File: src/sv/hscu_pkg.sv
package hscu_pkg;

   localparam int VALUE_BITS     = 32;
   localparam int COEF_BITS      = 32;
   localparam int COEF_FRAC_BITS = 30;
   localparam int CSR_INDEX_BITS = 8;

   localparam int HALF_BITS  = COEF_BITS / 2;
   localparam int DIFF_BITS  = VALUE_BITS + 3;
   localparam int PART_BITS  = DIFF_BITS + HALF_BITS + 1;
   localparam int PROD_BITS  = DIFF_BITS + COEF_BITS + 1;
   localparam int SUM_BITS   = PROD_BITS + 2;
   localparam int SHIFT_BITS = SUM_BITS - COEF_FRAC_BITS;
   localparam int TOTAL_BITS = SHIFT_BITS + 1;
   localparam int CDIFF_BITS = VALUE_BITS + 2;

   localparam logic [CSR_INDEX_BITS-1:0] REG_COEF_X    = CSR_INDEX_BITS'(0);
   localparam logic [CSR_INDEX_BITS-1:0] REG_COEF_Y    = CSR_INDEX_BITS'(1);
   localparam logic [CSR_INDEX_BITS-1:0] REG_COEF_Z    = CSR_INDEX_BITS'(2);
   localparam logic [CSR_INDEX_BITS-1:0] REG_TIME_STEP = CSR_INDEX_BITS'(3);

   typedef logic signed [VALUE_BITS-1:0] value_type;
   typedef logic [COEF_BITS-1:0]         coef_type;
   typedef logic signed [PROD_BITS-1:0]  prod_type;

   typedef struct packed {
      logic s1;
      logic s2;
      logic s3;
   } lane_en_type;

   typedef struct packed {
      logic s4;
      logic s5;
   } merge_en_type;

endpackage

File: src/sv/hscu_lane.sv
module hscu_lane (
   input  logic                                  clock,
   input  hscu_pkg::lane_en_type                 en,
   input  hscu_pkg::value_type                   a,
   input  hscu_pkg::value_type                   b,
   input  logic signed [hscu_pkg::CDIFF_BITS-1:0] c,
   input  hscu_pkg::coef_type                    coef,
   output hscu_pkg::prod_type                    prod
);
   import hscu_pkg::*;

   logic signed [DIFF_BITS-1:0] diff_ff, diff_in;
   logic signed [DIFF_BITS-1:0] a_ext, b_ext, c_ext;
   logic signed [PART_BITS-1:0] plo_ff, plo_in, phi_ff, phi_in;
   logic signed [PROD_BITS-1:0] plo_ext, phi_ext;
   prod_type                    prod_ff, prod_in;

   always_comb begin
      a_ext   = DIFF_BITS'(a);
      b_ext   = DIFF_BITS'(b);
      c_ext   = DIFF_BITS'(c);
      diff_in = a_ext + b_ext - c_ext;
   end

   always_comb begin
      plo_in = diff_ff * $signed({1'b0, coef[HALF_BITS-1:0]});
      phi_in = diff_ff * $signed({1'b0, coef[COEF_BITS-1:HALF_BITS]});
   end

   always_comb begin
      plo_ext = PROD_BITS'(plo_ff);
      phi_ext = PROD_BITS'(phi_ff);
      prod_in = (phi_ext <<< HALF_BITS) + plo_ext;
   end

   always_ff @(posedge clock) begin
      if (en.s1) begin
         diff_ff <= diff_in;
      end
      if (en.s2) begin
         plo_ff <= plo_in;
         phi_ff <= phi_in;
      end
      if (en.s3) begin
         prod_ff <= prod_in;
      end
   end

   assign prod = prod_ff;

endmodule

File: config.mk
export PLATFORM = sky130hd
export DESIGN_NAME = hscu_lane
export DESIGN_NICKNAME = d
export VERILOG_FILES = /design/src/sv/hscu_pkg.sv /design/src/sv/hscu_lane.sv
export SDC_FILE = /design/constraint.sdc
export NUM_CORES = 2
export LEC_CHECK = 0
export ABC_AREA = 1
export BUFFER_PORTS_ARGS = -buffer_cell sky130_fd_sc_hd__buf_2
export CAP_MARGIN = 20
export CORE_UTILIZATION = 39
export DETAILED_ROUTE_END_ITERATION = 8
export GPL_ROUTABILITY_DRIVEN = 0
export SYNTH_ARGS = -nofsm -noshare
export SYNTH_HDL_FRONTEND = slang
export SYNTH_SLANG_ARGS = --single-unit
File: constraint.sdc
create_clock -name clock -period 9.51 [get_ports clock]
set_clock_uncertainty 0.1 [all_clocks]
set_input_delay 1.902 -clock clock [delete_from_list [all_inputs] [get_ports clock]]
set_output_delay 1.902 -clock clock [all_outputs]
set_load 0.05 [all_outputs]
* After elaboration in Yosys (flattened, before gate mapping)
Index checks and enable logic that the tools add are counted.
Word-level totals: flip-flop bits (word level) 207, input bits 134, output and inout port bits 68, logic and storage cells 9
Cells by class: add/subtract/negate cells 3, multiply operators 2
Operator list (number):
- $mul A35 B17 Y52 | 2
- $add A68 B52 Y68 | 1
- $sub A33 B34 Y35 | 1
- $add A32 B32 Y33 | 1

* Longest topological paths before layout
word-level depth 2, depth in mapped cells 29

* Least setup slack after synthesis
No wires, ideal clock.
path type in2reg, start in coef[6], end reg plo_ff[48] (data pin), library setup time 0.254 ns, arrival 6.949 ns, data required time 9.156 ns, slack 2.207 ns, cell stages on the path 22, path through clkbuf_1 > clkbuf_1 > nand2_1 > fa_1 > inv_1 > fa_1 > fa_1 > fa_1 > fa_1 > inv_1 > fa_1 > inv_1 > ha_1 > nand2_1 > nor2_1 > inv_1 > nor2_1 > nand2_1 > nor3_2 > nand2_1 > nand4_1 > nand2_1
On the way: cells in the longest elaborated chain, start to end 1
Ends and longest elaborated chain:
- start, declared | line hscu_lane.sv:7 | input hscu_pkg::coef_type coef,
- $mul A35 B17 Y52 | line hscu_lane.sv:26 | plo_in = diff_ff * $signed({1'b0, coef[HALF_BITS-1:0]});
- named net plo_in[48] | line hscu_lane.sv:14 | logic signed [PART_BITS-1:0] plo_ff, plo_in, phi_ff, phi_in;
- end signal, assigned | line hscu_lane.sv:41 | plo_ff <= plo_in;
- end, declared | line hscu_lane.sv:14
The timed path passes the listed nets, and every way through them passes these cells. A chain may end at the register's enable or synchronous reset.

* Final worst setup path
start in coef[2], end reg plo_ff[33] (data pin)
The elaborated chain is that of the path after synthesis.

==> out/qor.csv <==
stage;metric;value;unit
routing;iteration-0 DRC count of the detailed router;3459;
global_routing;Tot GR Track Use;23.2;%
global_routing;GRT overflow;0;
routing;Post-DRT Antenna Nets;0;
finish;number of fill cells;14934;
setup_path;Setup crit end kind;flip-flop;
die;width of the chip;384;um
synth;Post-synth top cells;inv_1 (2,427), nand2_1 (2,424), fa_1 (1,097);
timing;relative slew slack;26.5;%
setup_path;worst r2r dst;plo_ff[33]$_DFFE_PP_;
timing;final hold slack;0.321;ns
timing;unrepaired setup endpoints after global routing;false;
die;Rows;139;
job;Max Cap Viol;0;
clocking;post-CTS sizing;0;
synth;count leader, synth;inv_1;
routing;WL final;168000;um
place;Port Buffers;201;
min_path;WHS Endpoint;prod[10]$_DFFE_PP_;
finish;share of post-route cells with drive strength above 1;5.21;%
finish;fin nets;9351;
setup_path;worst r2r path cells;20;
timing;Tmin final;7.80;ns
synth;register area share after synthesis;10.9;%
clocking;H-tree lvl count;1;
place;Setup Slack @ Placement;1.24;ns
die;Initial Utilization;39.5;%
clocking;CTS tree;built;
setup_path;critical path start-end classification;primary input to flip-flop;
timing;Setup WS post-layout;1.71;ns
setup_path;FF-to-FF Start;diff_ff[20]$_DFFE_PP_;
global_routing;first-pass GRT wire length;268000;um
timing;Worst Max-Slew Pin Slew;1.10;ns
synth;Mapped Area;57000;um2
clocking;root buffer cell;clkbuf_16;
timing;Setup violations, final;0;
synth;Synth area leaders;fa_1 (39%), inv_1 (16%), nand2_1 (16%);
global_routing;initial antenna violation count;10;
routing;drt first pass iters;6;
routing;Via Count;46417;
synth;synth unique cells;37;
synth;top cell type's share of synthesized area;38.5;%
place;Placed Instances;9664;
setup_path;Crit path required time;9.72;ns
routing;Post-route DRC;0;
routing;wire per inst;17.3;um
die;core area;144000;um2
setup_path;register-to-register setup slack;2.37;ns
setup_path;Worst Setup Start Kind;primary input;
clocking;CTS Hold Buffers Added;0;
clocking;clock buffer depth;3;
timing;Final Hold Viols;0;
synth;Post-synth ARST share;0;%
synth;number of synthesized flops with an enable pin;207;
timing;f_max;0.128;GHz
min_path;Min-Delay Path Class;flip-flop to flip-flop;
routing;drt via density;4.78;
synth;syn_nets;9303;
synth;#FFs+latches synth;207;
synth;cells after synthesis;7740;
global_routing;pin count of the biggest net entering global routing;73;
synth;leading area contributor after synthesis;fa_1;
timing;max-slew violations;0;
finish;Area Overhead vs Synth;6.51;%
run_status;outcome;finished, final reports clean;
setup_path;Worst Path Max Fanout;35;
min_path;Min-Delay Startpoint;plo_ff[10]$_DFFE_PP_;
place;DP Wirelength;139000;um
finish;fin cells;9713;
synth;Syn. warnings;0;
clocking;Clk Latency, worst-skew pair;0.57;ns
timing;fin crit share;82.0;%
synth;Top FF cell, synth;edfxtp_1;
die;chip height;384;um
die;Die ar.;148000;um2
clocking;clk slew on worst S/H paths;0.06;ns
synth;Avg Cell Area, Syn;7.37;um2
clocking;CTS buffer count;24;
die;I/O pins;202;
clocking;Post-CTS Setup Inserts;0;
global_routing;number of global-route vias before repair;48548;
clocking;CTS Sinks;207;
timing;setup TNS;0;ns
setup_path;crit path DAT;8.01;ns
min_path;worst hold path depth;0;
-- critical path, stage by stage --
cell	delay [ns]
buf_2	0.67
nand2_1	0.19
fa_1	0.55
fa_1	0.54
fa_1	0.53
inv_1	0.06
fa_1	0.49
fa_1	0.49
inv_1	0.05
fa_1	0.61
inv_1	0.07
ha_1	0.45
nand2_1	0.17
nor2_2	0.21
inv_1	0.12
nor2_2	0.15
nand2_1	0.10
inv_1	0.07
a21oi_1	0.13
xnor2_1	0.42
-- area by class of cell --
type,instances,area [um2],share of cell area (%)
flip-flops and latches,207,6220,10.2
diodes,5,12.5,0.0206
clock inverters,18,156,0.257
multi-input cells,4867,40800,67.2
well taps,1903,2380,3.92
clock buffers,25,604,0.995
repair buffers,255,1430,2.36
inverters,2433,9130,15.0
-- metal layers --
metal	routed length [um]	global-route usage [%]	up-vias
met5	74	0	-
met4	4930	5.96	12
met3	13000	3.55	244
met2	75100	37.6	1649
met1	74400	32.4	22611
li1	-	-	21901
-- registers in the layout, indices dropped and copies added (netlist names) --
| register | cells |
|---|---|
| prod | 68 |
| plo_ff | 52 |
| diff_ff | 35 |
| phi_ff | 52 |
-- stage by stage --
stage	area, um2	utilization (%)
2_1_floorplan	57000	-
3_5_place_dp	59900	41.5
5_1_grt	60700	42.1
3_3_place_gp	59900	41.5
4_1_cts	60700	42.1
6_report	60700	42.1
-- cells by family (layout without fill, tap and decap cells) --
group,Yosys count,in the layout,share of synthesized area [%]
other cells,0,5,0
simple gates,3062,3062,21.5
xor+xnor,110,110,1.69
compound gates,266,266,2.53
buf+inv,2666,2731,17.5
fa+ha+maj,1429,1429,45.8
flops,207,207,10.9
-- worst max path at each step --
stage,from,endpoint,slack (ns),depth (start not counted)
final,coef[2],plo_ff[33]$_DFFE_PP_,1.71,20
after global routing,coef[2],plo_ff[33]$_DFFE_PP_,1.47,20
after CTS,coef[2],plo_ff[33]$_DFFE_PP_,1.82,20
after detailed placement,coef[2],plo_ff[33]$_DFFE_PP_,1.24,20
after global placement,coef[2],plo_ff[32]$_DFFE_PP_,1.25,20
after floorplan,coef[6],plo_ff[48]$_DFFE_PP_,2.21,22
-- cell usage in the layout (no fill, tap or decap), drive strengths merged, types with 61 or more instances in the layout --
cell    instances
nor2          328
buf           255
fa           1097
ha            332
nand2        2456
edfxtp        207
xor2           74
inv          2434
o21ai          63
nand4          61
nand3         153
a21oi         172
Power is not shown: default switching activity piles up to over one toggle a cycle in this logic, so the estimate is an artifact.
