### config.mk
export PLATFORM = sky130hd
export DESIGN_NAME = hscu_merge
export DESIGN_NICKNAME = d
export VERILOG_FILES = /design/src/sv/hscu_pkg.sv /design/src/sv/hscu_merge.sv
export SDC_FILE = /design/constraint.sdc
export NUM_CORES = 1
export LEC_CHECK = 0
export ABC_AREA = 1
export BUFFER_PORTS_ARGS = -buffer_cell sky130_fd_sc_hd__buf_2
export CAP_MARGIN = 20
export CORE_MARGIN = 10
export CORE_UTILIZATION = 31
export DETAILED_ROUTE_END_ITERATION = 12
export SYNTH_ARGS = -nofsm -noshare
export SYNTH_HDL_FRONTEND = slang
export SYNTH_SLANG_ARGS = --single-unit
### constraint.sdc
create_clock -name clock -period 12.07 [get_ports clock]
set_input_delay 2.414 -clock clock [delete_from_list [all_inputs] [get_ports clock]]
set_output_delay 2.414 -clock clock [all_outputs]
set_load 0.01 [all_outputs]
### src/sv/hscu_pkg.sv
package hscu_pkg;

   localparam int VALUE_BITS     = 32;
   localparam int COEF_BITS      = 32;
   localparam int COEF_FRAC_BITS = 30;
   localparam int CSR_INDEX_BITS = 8;

   localparam int HALF_BITS  = COEF_BITS / 2;
   localparam int DIFF_BITS  = VALUE_BITS + 3;
   localparam int PART_BITS  = DIFF_BITS + HALF_BITS + 1;
   localparam int PROD_BITS  = DIFF_BITS + COEF_BITS + 1;
   localparam int SUM_BITS   = PROD_BITS + 2;
   localparam int SHIFT_BITS = SUM_BITS - COEF_FRAC_BITS;
   localparam int TOTAL_BITS = SHIFT_BITS + 1;
   localparam int CDIFF_BITS = VALUE_BITS + 2;

   localparam logic [CSR_INDEX_BITS-1:0] REG_COEF_X    = CSR_INDEX_BITS'(0);
   localparam logic [CSR_INDEX_BITS-1:0] REG_COEF_Y    = CSR_INDEX_BITS'(1);
   localparam logic [CSR_INDEX_BITS-1:0] REG_COEF_Z    = CSR_INDEX_BITS'(2);
   localparam logic [CSR_INDEX_BITS-1:0] REG_TIME_STEP = CSR_INDEX_BITS'(3);

   typedef logic signed [VALUE_BITS-1:0] value_type;
   typedef logic [COEF_BITS-1:0]         coef_type;
   typedef logic signed [PROD_BITS-1:0]  prod_type;

   typedef struct packed {
      logic s1;
      logic s2;
      logic s3;
   } lane_en_type;

   typedef struct packed {
      logic s4;
      logic s5;
   } merge_en_type;

endpackage

### src/sv/hscu_merge.sv
module hscu_merge (
   input  logic                   clock,
   input  hscu_pkg::merge_en_type en,
   input  hscu_pkg::prod_type     prod_x,
   input  hscu_pkg::prod_type     prod_y,
   input  hscu_pkg::prod_type     prod_z,
   input  hscu_pkg::prod_type     prod_s,
   input  hscu_pkg::value_type    center,
   input  logic                   on_boundary,
   output hscu_pkg::value_type    new_value,
   output logic                   saturated
);
   import hscu_pkg::*;

   logic signed [SUM_BITS-1:0]   sum_ff, sum_in;
   logic signed [SUM_BITS-1:0]   ex, ey, ez, es, half;
   value_type                    center_ff;
   logic                         boundary_ff;
   logic signed [TOTAL_BITS-1:0] shifted, cen_ext, total, vmax, vmin;
   value_type                    value_ff, value_in;
   logic                         sat_ff, sat_in;

   always_comb begin
      ex     = SUM_BITS'(prod_x);
      ey     = SUM_BITS'(prod_y);
      ez     = SUM_BITS'(prod_z);
      es     = SUM_BITS'(prod_s);
      half   = SUM_BITS'(1) <<< (COEF_FRAC_BITS - 1);
      sum_in = ex + ey + ez + es + half;
   end

   always_comb begin
      shifted = TOTAL_BITS'($signed(sum_ff[SUM_BITS-1:COEF_FRAC_BITS]));
      cen_ext = TOTAL_BITS'(center_ff);
      total   = shifted + cen_ext;
      vmax    = {{(TOTAL_BITS-VALUE_BITS+1){1'b0}}, {(VALUE_BITS-1){1'b1}}};
      vmin    = ~vmax;
      if (boundary_ff) begin
         value_in = '0;
         sat_in   = 1'b0;
      end else if (total > vmax) begin
         value_in = vmax[VALUE_BITS-1:0];
         sat_in   = 1'b1;
      end else if (total < vmin) begin
         value_in = vmin[VALUE_BITS-1:0];
         sat_in   = 1'b1;
      end else begin
         value_in = total[VALUE_BITS-1:0];
         sat_in   = 1'b0;
      end
   end

   always_ff @(posedge clock) begin
      if (en.s4) begin
         sum_ff      <= sum_in;
         center_ff   <= center;
         boundary_ff <= on_boundary;
      end
      if (en.s5) begin
         value_ff <= value_in;
         sat_ff   <= sat_in;
      end
   end

   assign new_value = value_ff;
   assign saturated = sat_ff;

endmodule

# == Yosys cells after proc, flatten, opt, wreduce, memory -nomap -nowiden ==
# Index checks and enable logic that the tools add are counted.
# word_totals
reg_bits,136
latch_bits,0
ram_bits,0
romBits,0
inputBits,308
out_inout_bits,33
n_memories,0
# classes
n_addsub,5
mul,0
div_mod_pow,0
order_cmp,2
n_eq_ne,0
shifts,0
mux,4
bitwise,0
reduce_logical,1
# ops
op,count
69-bit by 68-bit adder with 70-bit output,1
70-bit by 31-bit adder with 70-bit output (second input constant),1
70-bit by 68-bit adder with 70-bit output,1
68-bit by 68-bit adder with 69-bit output,1
40-bit by 32-bit adder with 41-bit output,1
41-bit by 32-bit greater-than comparator with 1-bit output (second input constant),1
41-bit by 32-bit less-than comparator with 1-bit output (second input constant),1
32-bit 2-to-1 mux,1
31-bit 2-to-1 mux,1
1-bit 2-to-1 mux,2
2-bit OR reduction,1

# == Longest topological paths before layout ==
# Gate-level depths: netlist of the first run.
# depth
ltp_word,4
depth_mapped,21
depth_no_buf,21

# == Least setup slack after synthesis of the first run ==
# No wires, ideal clock.
# synth_timing
path_type,input to register
from,input port prod_x[28]
to,register sum_ff[67] (data pin)
setup_ns,0.252
arrival_ns,5.301
t_required_ns,11.818
path_slack_ns,6.516
stages,19
path_buffers,0
path_cell_list,inv_1 fa_1 inv_1 fa_1 fa_1 ha_1 nand2_1 nor2_1 inv_1 nor2_1 inv_1 nor2_1 nand3_1 nand3_1 nand2_1 o211ai_1 nand2_1 nand3_1 nand2_1
# synth_between
elab_chain_cells,4
# synth_lines
item,line,text
"start, declared",hscu_merge.sv:4,"input hscu_pkg::prod_type prod_x,"
68-bit by 68-bit adder with 69-bit output,hscu_merge.sv:29,sum_in = ex + ey + ez + es + half;
69-bit by 68-bit adder with 70-bit output,hscu_merge.sv:29,
70-bit by 68-bit adder with 70-bit output,hscu_merge.sv:29,
70-bit by 31-bit adder with 70-bit output,hscu_merge.sv:29,
net sum_in[67],hscu_merge.sv:15,"logic signed [SUM_BITS-1:0] sum_ff, sum_in;"
"end signal, assigned",hscu_merge.sv:55,sum_ff <= sum_in;
"end, declared",hscu_merge.sv:15,
# The timed path passes the listed nets, and every way through them passes these cells.
# A chain may end at the register's enable or synchronous reset.

# == Worst setup path in the final report of the first run ==
# layout_timing
from,input port prod_x[3]
to,register sum_ff[66] (data pin)
# Same word-level chain as after synthesis.

==> results of run 1 <==
## where the power goes
group / leakage, nW / switching, W / internal, W
Clock: 0.159 / 0.000144 / 0.000185
Sequential: 1.05 / 0.0000657 / 0.000626
Combinational: 8.27 / 0.00191 / 0.00101
Total: 9.48 / 0.00212 / 0.00182
## metrics by stage
step                      hold slack, ns  setup slack, ns
after floorplan                    0.679             6.52
after global placement             0.720             5.46
after detailed placement           0.734             5.43
after CTS                          0.769             5.82
after global routing               0.833             5.57
final                              0.764             5.83
## how the worst max path moves through the flow
stage	start	to	cells past startpoint
after floorplan	prod_x[28]	sum_ff[67]$_DFFE_PP_	19
after global placement	prod_x[3]	sum_ff[66]$_DFFE_PP_	18
after detailed placement	prod_x[3]	sum_ff[66]$_DFFE_PP_	18
after CTS	prod_x[3]	sum_ff[66]$_DFFE_PP_	18
after global routing	prod_x[2]	sum_ff[66]$_DFFE_PP_	18
final	prod_x[3]	sum_ff[66]$_DFFE_PP_	18
## Yosys cell counts (all sizes together)
cell type and count:
a31oi 17, buf 7, clkinv 1, a21boi 4, nor3 14, and3 2, clkbuf 3, o21bai 11
o211ai 2, nand4 14, a211oi 1, o31ai 1, nand2 411, nand2b 1, o21a 14, a311oi 1
xor2 44, nor4 5, edfxtp 106, inv 467, a21oi 183, a21o 18, ha 173, xnor2 26
nor2 193, o2111ai 3, o21ai 81, nand3 59, o221ai 2, fa 137
## sequential cells by signal (all words and copies together) (netlist names)
signal and count:
boundary_ff 1, center_ff 32, new_value 32, saturated 1, sum_ff 40
## critical path: stages
cell	delay, ns
buf_2	0.08
inv_1	0.06
fa_1	0.53
inv_1	0.05
fa_1	0.45
ha_1	0.31
ha_1	0.30
inv_1	0.04
o21ai_0	0.69
inv_1	0.10
o21bai_1	0.19
a21boi_0	0.11
o21ai_0	0.34
nand2_1	0.12
nand2_1	0.24
nand3_1	0.12
nand2_1	0.13
xor2_1	0.08
## cells by family after synthesis
group	after synthesis	synth area share, %
AO/OA/AOI/OAI	338	12.8
flip-flops	106	20.5
adder cells (fa/ha/maj)	310	31.6
buffers and inverters	478	12.0
AND/OR/NAND/NOR	699	19.1
XOR/XNOR	70	4.07
## layer usage
metal,track usage (%),up-vias
li1,-,7014
met2,29.0,400
met1,21.3,6274
met4,4.37,2
met5,0,-
met3,2.74,61
## cell type report
cell class                      count  share of cell area (%)
Multi-Input combinational cell   1417                    57.3
Sequential cell                   106                    17.4
Inverter                          468                    9.60
Timing Repair Buffer              342                    9.38
Tap cell                          664                    4.54
Clock buffer                       10                    1.25
Clock inverter                      6                   0.513
Antenna cell                        1                  0.0137
==> flow_metrics.tcl, run 1 <==
set metrics [dict create \
    die_w_um 244 \
    gp_congestion 0.946 \
    worstHoldStart "center_ff[0]$_DFFE_PP_" \
    fin_util_pct 37.2 \
    drt_iter0_drc 567 \
    ant_nets 0 \
    vdd_drop_max_uv 110 \
    port_buffers 340 \
    p_leak_nw 9.48 \
    avgSynthCellArea_um2 7.77 \
    grt_pass1_wl_um 79500 \
    hold_class "reg2reg" \
    post_cts_buffers 0 \
    power.total_w 0.00394 \
    viasPerCell 4.56 \
    hold_viol 0 \
    numPlacedInstances 2997 \
    vias 13800 \
    fin_cells 3014 \
    fillers 5321 \
    final_common_cell "inv_1" \
    tns_ns 0 \
    reg2reg_setup_slack_ns 8.37 \
    post_cts_resized 0 \
    drc_errors 0 \
    multiInputGateArea_mm2 0.0105 \
    status "finished, final reports clean" \
    maxCapViolCount 0 \
    yosysWarningCount 0 \
    final-setup-viol-count 0 \
    grt_pass1_vias 14900 \
    min_period_ns 6.24 \
    grt_overflow 0 \
    path_class "in2reg" \
    area_growth_pct 17.8 \
    syn_inst 2001 \
    drv_slew 0 \
    tightest_slew_ns 0.985 \
    placed_cell_area_mm2 0.0180 \
    core_mm2 0.0493 \
    cts.sinks 106 \
    post-route-period-util_pct 51.7 \
    yosysTopAreaCell "edfxtp_1" \
    clkLatencyLatePin_ns 0.37 \
    antenna_found_initial 3 \
    seq_area_frac_synth_pct 20.5 \
    required_ns 12.19 \
    r2r_start "center_ff[31]$_DFFE_PP_" \
    num_rows 81 \
    synth_area_leaders "edfxtp_1 20%, fa_1 18%, ha_1 14%" \
    drive_above_1_share_pct 19.6 \
    design.die.area_mm2 0.0595 \
    dr_wl_met3_um 2780 \
    nNetsFinal 2962 \
    cts.clk_slew.worst_paths_ns 0.08 \
    route.met2.wl_um 24000 \
    clk_path_buf_depth 2 \
    crit_fanout 4 \
    synth_nets 2619 \
    die_h_um 244 \
    ys_ff_latch 106 \
    initial_utilization_pct 31.5 \
    io_pins 341 \
    syn_area_mm2 0.0155 \
    endpoint_kind "flip-flop" \
    wl_um 50600 \
    max-slew-margin-rel_pct 34.3 \
    r2r-end "saturated$_SDFFCE_PP0P_" \
    fmax_mhz 160 \
    firstDrtPassIters 8 \
    cts_buffers 9 \
    wl_per_cell_um 16.8 \
    root_buffer "clkbuf_16" \
    yosys.cell_types.count 44 \
    cts_tree "built" \
    reg2reg_depth 14 \
    track_usage_pct 16.8 \
    htreeDepth 3 \
    highest_layer "met5" \
    grt_max_degree 74 \
    yosysTopAreaCellShare_pct 20.5 \
    crit_arrival_ns 6.36 \
    min_delay_path_depth 3 \
    dp.final_hpwl_um 45900 \
    cts_hold_buffers 0 \
    rsz0062_at_grt "false" \
    wl_met1_um 22600 \
    layout_common_cells "465 x inv_1, 367 x nand2_1, 340 x buf_2, 174 x nor2_1, 173 x ha_1" \
    final_area_mm2 0.0183 \
    fin_skew_ns 0.00860 \
    hold_end "new_value[0]$_SDFFCE_PP0P_" \
    layout.area.seq_mm2 0.00318 \
    p_per_area_mw_per_mm2 215 \
    crit_path_start_kind "input pin" \
]
No activity file was read; power rests on OpenSTA's default activity.
==> run 2: changes to the inputs <==
==> constraint.sdc (replaced) <==
create_clock -name clock -period 5.5 [get_ports clock]
set_input_delay 1.1 -clock clock [delete_from_list [all_inputs] [get_ports clock]]
set_output_delay 1.1 -clock clock [all_outputs]
set_load 0.01 [all_outputs]
==> run 2 against run 1 <==
  * First-iteration DRC count grew 1.2%
  * Global-route usage is 0.45 points higher
  * Critical path type unchanged
  * Clock power increased by 100%
  * Critical path depth unchanged
  * Wire length increased by 2.2%
  * Combinational power up 120%
  * Highest routed layer unchanged
  * Final area about the same
  * Largest power group unchanged
  * Non-clock buffer count is 3 higher
  * Sequential power grew 120%
==> flow_metrics.tcl, run 2 (synthesis gave the netlist of run 1 again) <==
set metrics [dict create \
    drc_errors 0 \
    status "finished, final reports clean" \
    vdd_drop_max_uv 212 \
    nNetsFinal 2965 \
    cts_hold_buffers 0 \
    post_cts_resized 0 \
    initial_utilization_pct 31.5 \
    grt_overflow 0 \
    track_usage_pct 17.2 \
    firstDrtPassIters 6 \
    hold_class "reg2reg" \
    final_common_cell "inv_1" \
    crit_arrival_ns 4.97 \
    io_pins 341 \
    post_cts_buffers 0 \
    min_period_ns 4.78 \
    area_growth_pct 17.8 \
    root_buffer "clkbuf_16" \
    tightest_slew_ns 0.925 \
    numPlacedInstances 3000 \
    path_class "in2reg" \
    grt_pass1_wl_um 81300 \
    layout_common_cells "465 x inv_1, 367 x nand2_1, 340 x buf_2, 174 x nor2_1, 173 x ha_1" \
    die_w_um 244 \
    p_per_area_mw_per_mm2 471 \
    placed_cell_area_mm2 0.0180 \
    endpoint_kind "flip-flop" \
    rsz0062_at_grt "false" \
    num_rows 81 \
    r2r_start "center_ff[31]$_DFFE_PP_" \
    power.total_w 0.00863 \
    cts.sinks 106 \
    required_ns 5.69 \
    drive_above_1_share_pct 19.8 \
    worstHoldStart "center_ff[0]$_DFFE_PP_" \
    design.die.area_mm2 0.0595 \
    vias 13900 \
    gp_congestion 0.955 \
    dp.final_hpwl_um 47200 \
    wl_um 51700 \
    post-route-period-util_pct 86.9 \
    fmax_mhz 209 \
    final-setup-viol-count 0 \
    fin_skew_ns 0.00963 \
    ant_nets 0 \
    drt_iter0_drc 574 \
    cts_tree "built" \
    cts_buffers 9 \
    clkLatencyLatePin_ns 0.37 \
    largest_register "sum_ff" \
    htreeDepth 3 \
    grt_pass1_vias 15200 \
    maxCapViolCount 0 \
    die_h_um 244 \
    critPathLaunch "prod_x[34]" \
    final_area_mm2 0.0183 \
    grt_max_degree 47 \
    max-slew-margin-rel_pct 38.1 \
    crit_fanout 4 \
    fin_cells 3017 \
    crit_path_start_kind "input pin" \
    min_delay_path_depth 3 \
    viasPerCell 4.62 \
    largest_reg_flops 40 \
    hold_viol 0 \
    wl_per_cell_um 17.1 \
    p_leak_nw 9.48 \
    antenna_found_initial 4 \
    tns_ns 0 \
    clk_path_buf_depth 2 \
    core_mm2 0.0493 \
    port_buffers 340 \
    cts.clk_slew.worst_paths_ns 0.08 \
    reg2reg_depth 14 \
    fin_util_pct 37.2 \
    drv_slew 0 \
]
run 2: area by class of cell:
cell class	instances	area (µm²)
Clock buffer	9	225
Multi-Input combinational cell	1417	10500
Tap cell	664	831
Clock inverter	7	73.8
Fill cell	5237	31000
Sequential cell	106	3180
Antenna cell	1	2.50
Inverter	468	1760
Timing Repair Buffer	345	1740
run 2: worst max-delay path, cell delays in order:
cell and delay [ns]:
buf_2 0.08, inv_1 0.05, fa_1 0.55, inv_1 0.06, fa_1 0.46, ha_1 0.31
ha_1 0.38, nand2_1 0.12, nor2_1 0.30, inv_1 0.11, nor2_1 0.17, nand2_1 0.13
nor2_1 0.20, a21oi_1 0.21, o21bai_1 0.35, nand2_1 0.08, nand2_1 0.09, xor2_1 0.21
run 2: final timing paths:
check	to	slack [ns]
worst max-delay path	sum_ff[60]$_DFFE_PP_	0.72
worst min-delay path	new_value[0]$_SDFFCE_PP0P_	0.74
worst max register to register	new_value[25]$_SDFFCE_PP0P_	1.57
worst min register to register	new_value[0]$_SDFFCE_PP0P_	0.74
run 2: metrics by stage:
stage / hold slack [ns] / setup slack [ns]
after floorplan: 0.679 / 1.26
after global placement: 0.744 / 0.296
after detailed placement: 0.715 / 0.347
after CTS: 0.748 / 0.724
after global routing: 0.783 / 0.365
final: 0.741 / 0.718
run 2: report_power, final:
| group | total (W) | switching (W) | internal [W] |
|---|---|---|---|
| clock network | 0.000657 | 0.000336 | 0.000321 |
| logic | 0.00644 | 0.00421 | 0.00223 |
| registers | 0.00153 | 0.000155 | 0.00137 |
| total | 0.00863 | 0.00470 | 0.00393 |
run 2: routing by layer:
metal  wire length, µm  share of wire [%]  GRT usage (%)
met1             22700                 44           21.3
met2             25000                 48           30.4
met3              2760                5.3           3.10
met4              1170                2.3           4.13
met5                34              0.066              0
==> run 3: changes to the inputs <==
--- a/config.mk
+++ b/config.mk
@@ -10,7 +10,9 @@
 export CAP_MARGIN = 20
 export CORE_MARGIN = 10
 export CORE_UTILIZATION = 31
+export CTS_BUF_LIST = sky130_fd_sc_hd__clkbuf_8 sky130_fd_sc_hd__clkbuf_16
 export DETAILED_ROUTE_END_ITERATION = 12
+export MAX_ROUTING_LAYER = met4
 export SYNTH_ARGS = -nofsm -noshare
 export SYNTH_HDL_FRONTEND = slang
 export SYNTH_SLANG_ARGS = --single-unit
==> run 3 against run 2 <==
  * Register-to-register slack improved by 0.12 ns
  * Final area about the same
  * Cell count about the same
  * Clock-buffer cell count unchanged
  * Non-clock buffer count decreased by 1
  * Wire length increased by 0.45%
  * First-iteration DRC count increased by 5.2%
  * Combinational power about the same
  * Clock skew increased by 0.0012 ns
  * Largest cell class unchanged
  * Highest routed layer is now met4
==> flow_metrics.tcl, run 3 (synthesis gave the netlist of run 1 again) <==
set metrics [dict create \
    cts_tree "built" \
    required_ns 5.61 \
    ant_nets 0 \
    hold_viol 0 \
    post_cts_buffers 0 \
    htreeDepth 3 \
    status "finished, final reports clean" \
    max-slew-margin-rel_pct 39.6 \
    grt_overflow 0 \
    endpoint_kind "flip-flop" \
    clkPwrFrac_pct 7.5 \
    worstHoldStart "center_ff[0]$_DFFE_PP_" \
    dp.final_hpwl_um 47500 \
    critPathLaunch "prod_x[33]" \
    clkLatencyLatePin_ns 0.37 \
    nNetsFinal 2964 \
    path_class "in2reg" \
    crit_arrival_ns 4.86 \
    area_growth_pct 17.7 \
    rsz0062_at_grt "false" \
    die_w_um 244 \
    drt_iter0_drc 604 \
    maxCapViolCount 0 \
    tns_ns 0 \
    initial_utilization_pct 31.5 \
    hold_class "reg2reg" \
    wl_per_cell_um 17.2 \
    crit_path_start_kind "input pin" \
    vias 13800 \
    p_leak_nw 9.47 \
    layout_common_cells "465 x inv_1, 367 x nand2_1, 340 x buf_2, 174 x nor2_1, 173 x ha_1" \
    fillers 5276 \
    num_rows 81 \
    design.die.area_mm2 0.0595 \
    antenna_found_initial 3 \
    cts.clk_slew.worst_paths_ns 0.08 \
    drv_slew 0 \
    cpMostUsedCell "a21oi_1" \
    io_pins 341 \
    post-route-period-util_pct 86.3 \
    post_cts_resized 0 \
    drive_above_1_share_pct 19.7 \
    switching_share_pct 54.6 \
    final-setup-viol-count 0 \
    crit_chain "buf_2 -> inv_1 -> fa_1 -> inv_1 -> fa_1 -> ha_1 -> ha_1 -> a21oi_1 -> inv_1 -> a21oi_1 -> o21ai_0 -> a21oi_1 -> nand2_1 -> a21oi_1 -> o21bai_1 -> nand2_1 -> nand2_1 -> xor2_1" \
    grt_pass1_vias 15100 \
    firstDrtPassIters 5 \
    largest_register "sum_ff" \
    track_usage_pct 17.9 \
    fin_util_pct 37.1 \
    largest_reg_flops 40 \
    seqPwrFrac_pct 17.7 \
    die_h_um 244 \
    grt_pass1_wl_um 81900 \
    fmax_mhz 211 \
    drc_errors 0 \
    tightest_slew_ns 0.903 \
    p_per_area_mw_per_mm2 472 \
    max_stage_delay_ns 0.53 \
    vdd_drop_max_uv 200 \
    grt_max_degree 48 \
    cts_buffers 9 \
    p_switching_w 0.00471 \
    crit_fanout 5 \
    r2r_start "center_ff[31]$_DFFE_PP_" \
    gp_congestion 0.953 \
    min_period_ns 4.75 \
    root_buffer "clkbuf_16" \
    cts_hold_buffers 0 \
    slowest_stage "fa_1" \
    p_comb_share_pct 74.8 \
    clk_path_buf_depth 2 \
    fin_skew_ns 0.0109 \
    whs_ns 0.765 \
    core_mm2 0.0493 \
    internal_power_w 0.00392 \
    port_buffers 340 \
    wl_um 52000 \
    final_common_cell "inv_1" \
    cts.sinks 106 \
    viasPerCell 4.57 \
]
run 3: area by class of cell:
type / instances / area, µm² / share of cell area, %
Sequential cell: 106 / 3180 / 17.4
Tap cell: 664 / 831 / 4.54
Inverter: 468 / 1760 / 9.61
Clock inverter: 7 / 58.8 / 0.322
Multi-Input combinational cell: 1417 / 10500 / 57.4
Timing Repair Buffer: 344 / 1730 / 9.47
Antenna cell: 3 / 7.51 / 0.0411
Clock buffer: 9 / 225 / 1.23
run 3: final timing paths:
path | to | slack (ns) | depth (start not counted)
hold reg to reg | new_value[0]$_SDFFCE_PP0P_ | 0.76 | 3
hold / removal | new_value[0]$_SDFFCE_PP0P_ | 0.76 | 3
setup / recovery | sum_ff[60]$_DFFE_PP_ | 0.75 | 18
setup reg to reg | new_value[25]$_SDFFCE_PP0P_ | 1.69 | 14
run 3: through the flow:
stage	worst slack [ns]	area [µm²]	total power (W)	cells
detailed placement	0.374	18000	0.00802	2999
floorplan	1.26	15500	0.00621	2001
global route	0.400	18300	0.00954	3018
global placement	0.296	18000	0.00803	2999
CTS	0.734	18300	0.00871	3015
finish	0.755	18300	0.00863	3018
run 3: power groups by stage:
| stage | logic, W | clock network, W | registers (W) |
|---|---|---|---|
| finish | 0.00646 | 0.000646 | 0.00153 |
| detailed placement | 0.00646 | 0 | 0.00155 |
| global placement | 0.00648 | 0 | 0.00155 |
| floorplan | 0.00469 | 0 | 0.00152 |
| global route | 0.00728 | 0.000702 | 0.00156 |
| CTS | 0.00650 | 0.000669 | 0.00154 |
run 3: worst max-delay path, delay by kind of cell:
family	cells	cell delay, ns
xor+xnor	1	0.14
simple gates	3	0.30
buf+inv	4	0.25
compound gates	6	1.40
fa+ha+maj	4	1.67
run 3: metal layers:
layer  share of wire (%)  wire, µm  vias up  GRT usage [%]
met5                   0         0        -              -
met4                 2.1      1100        0           4.07
met3                 4.0      2060       46           2.31
met2                  48     25200      348           30.5
met1                  45     23600     6345           22.0
li1                    -         -     7040              -
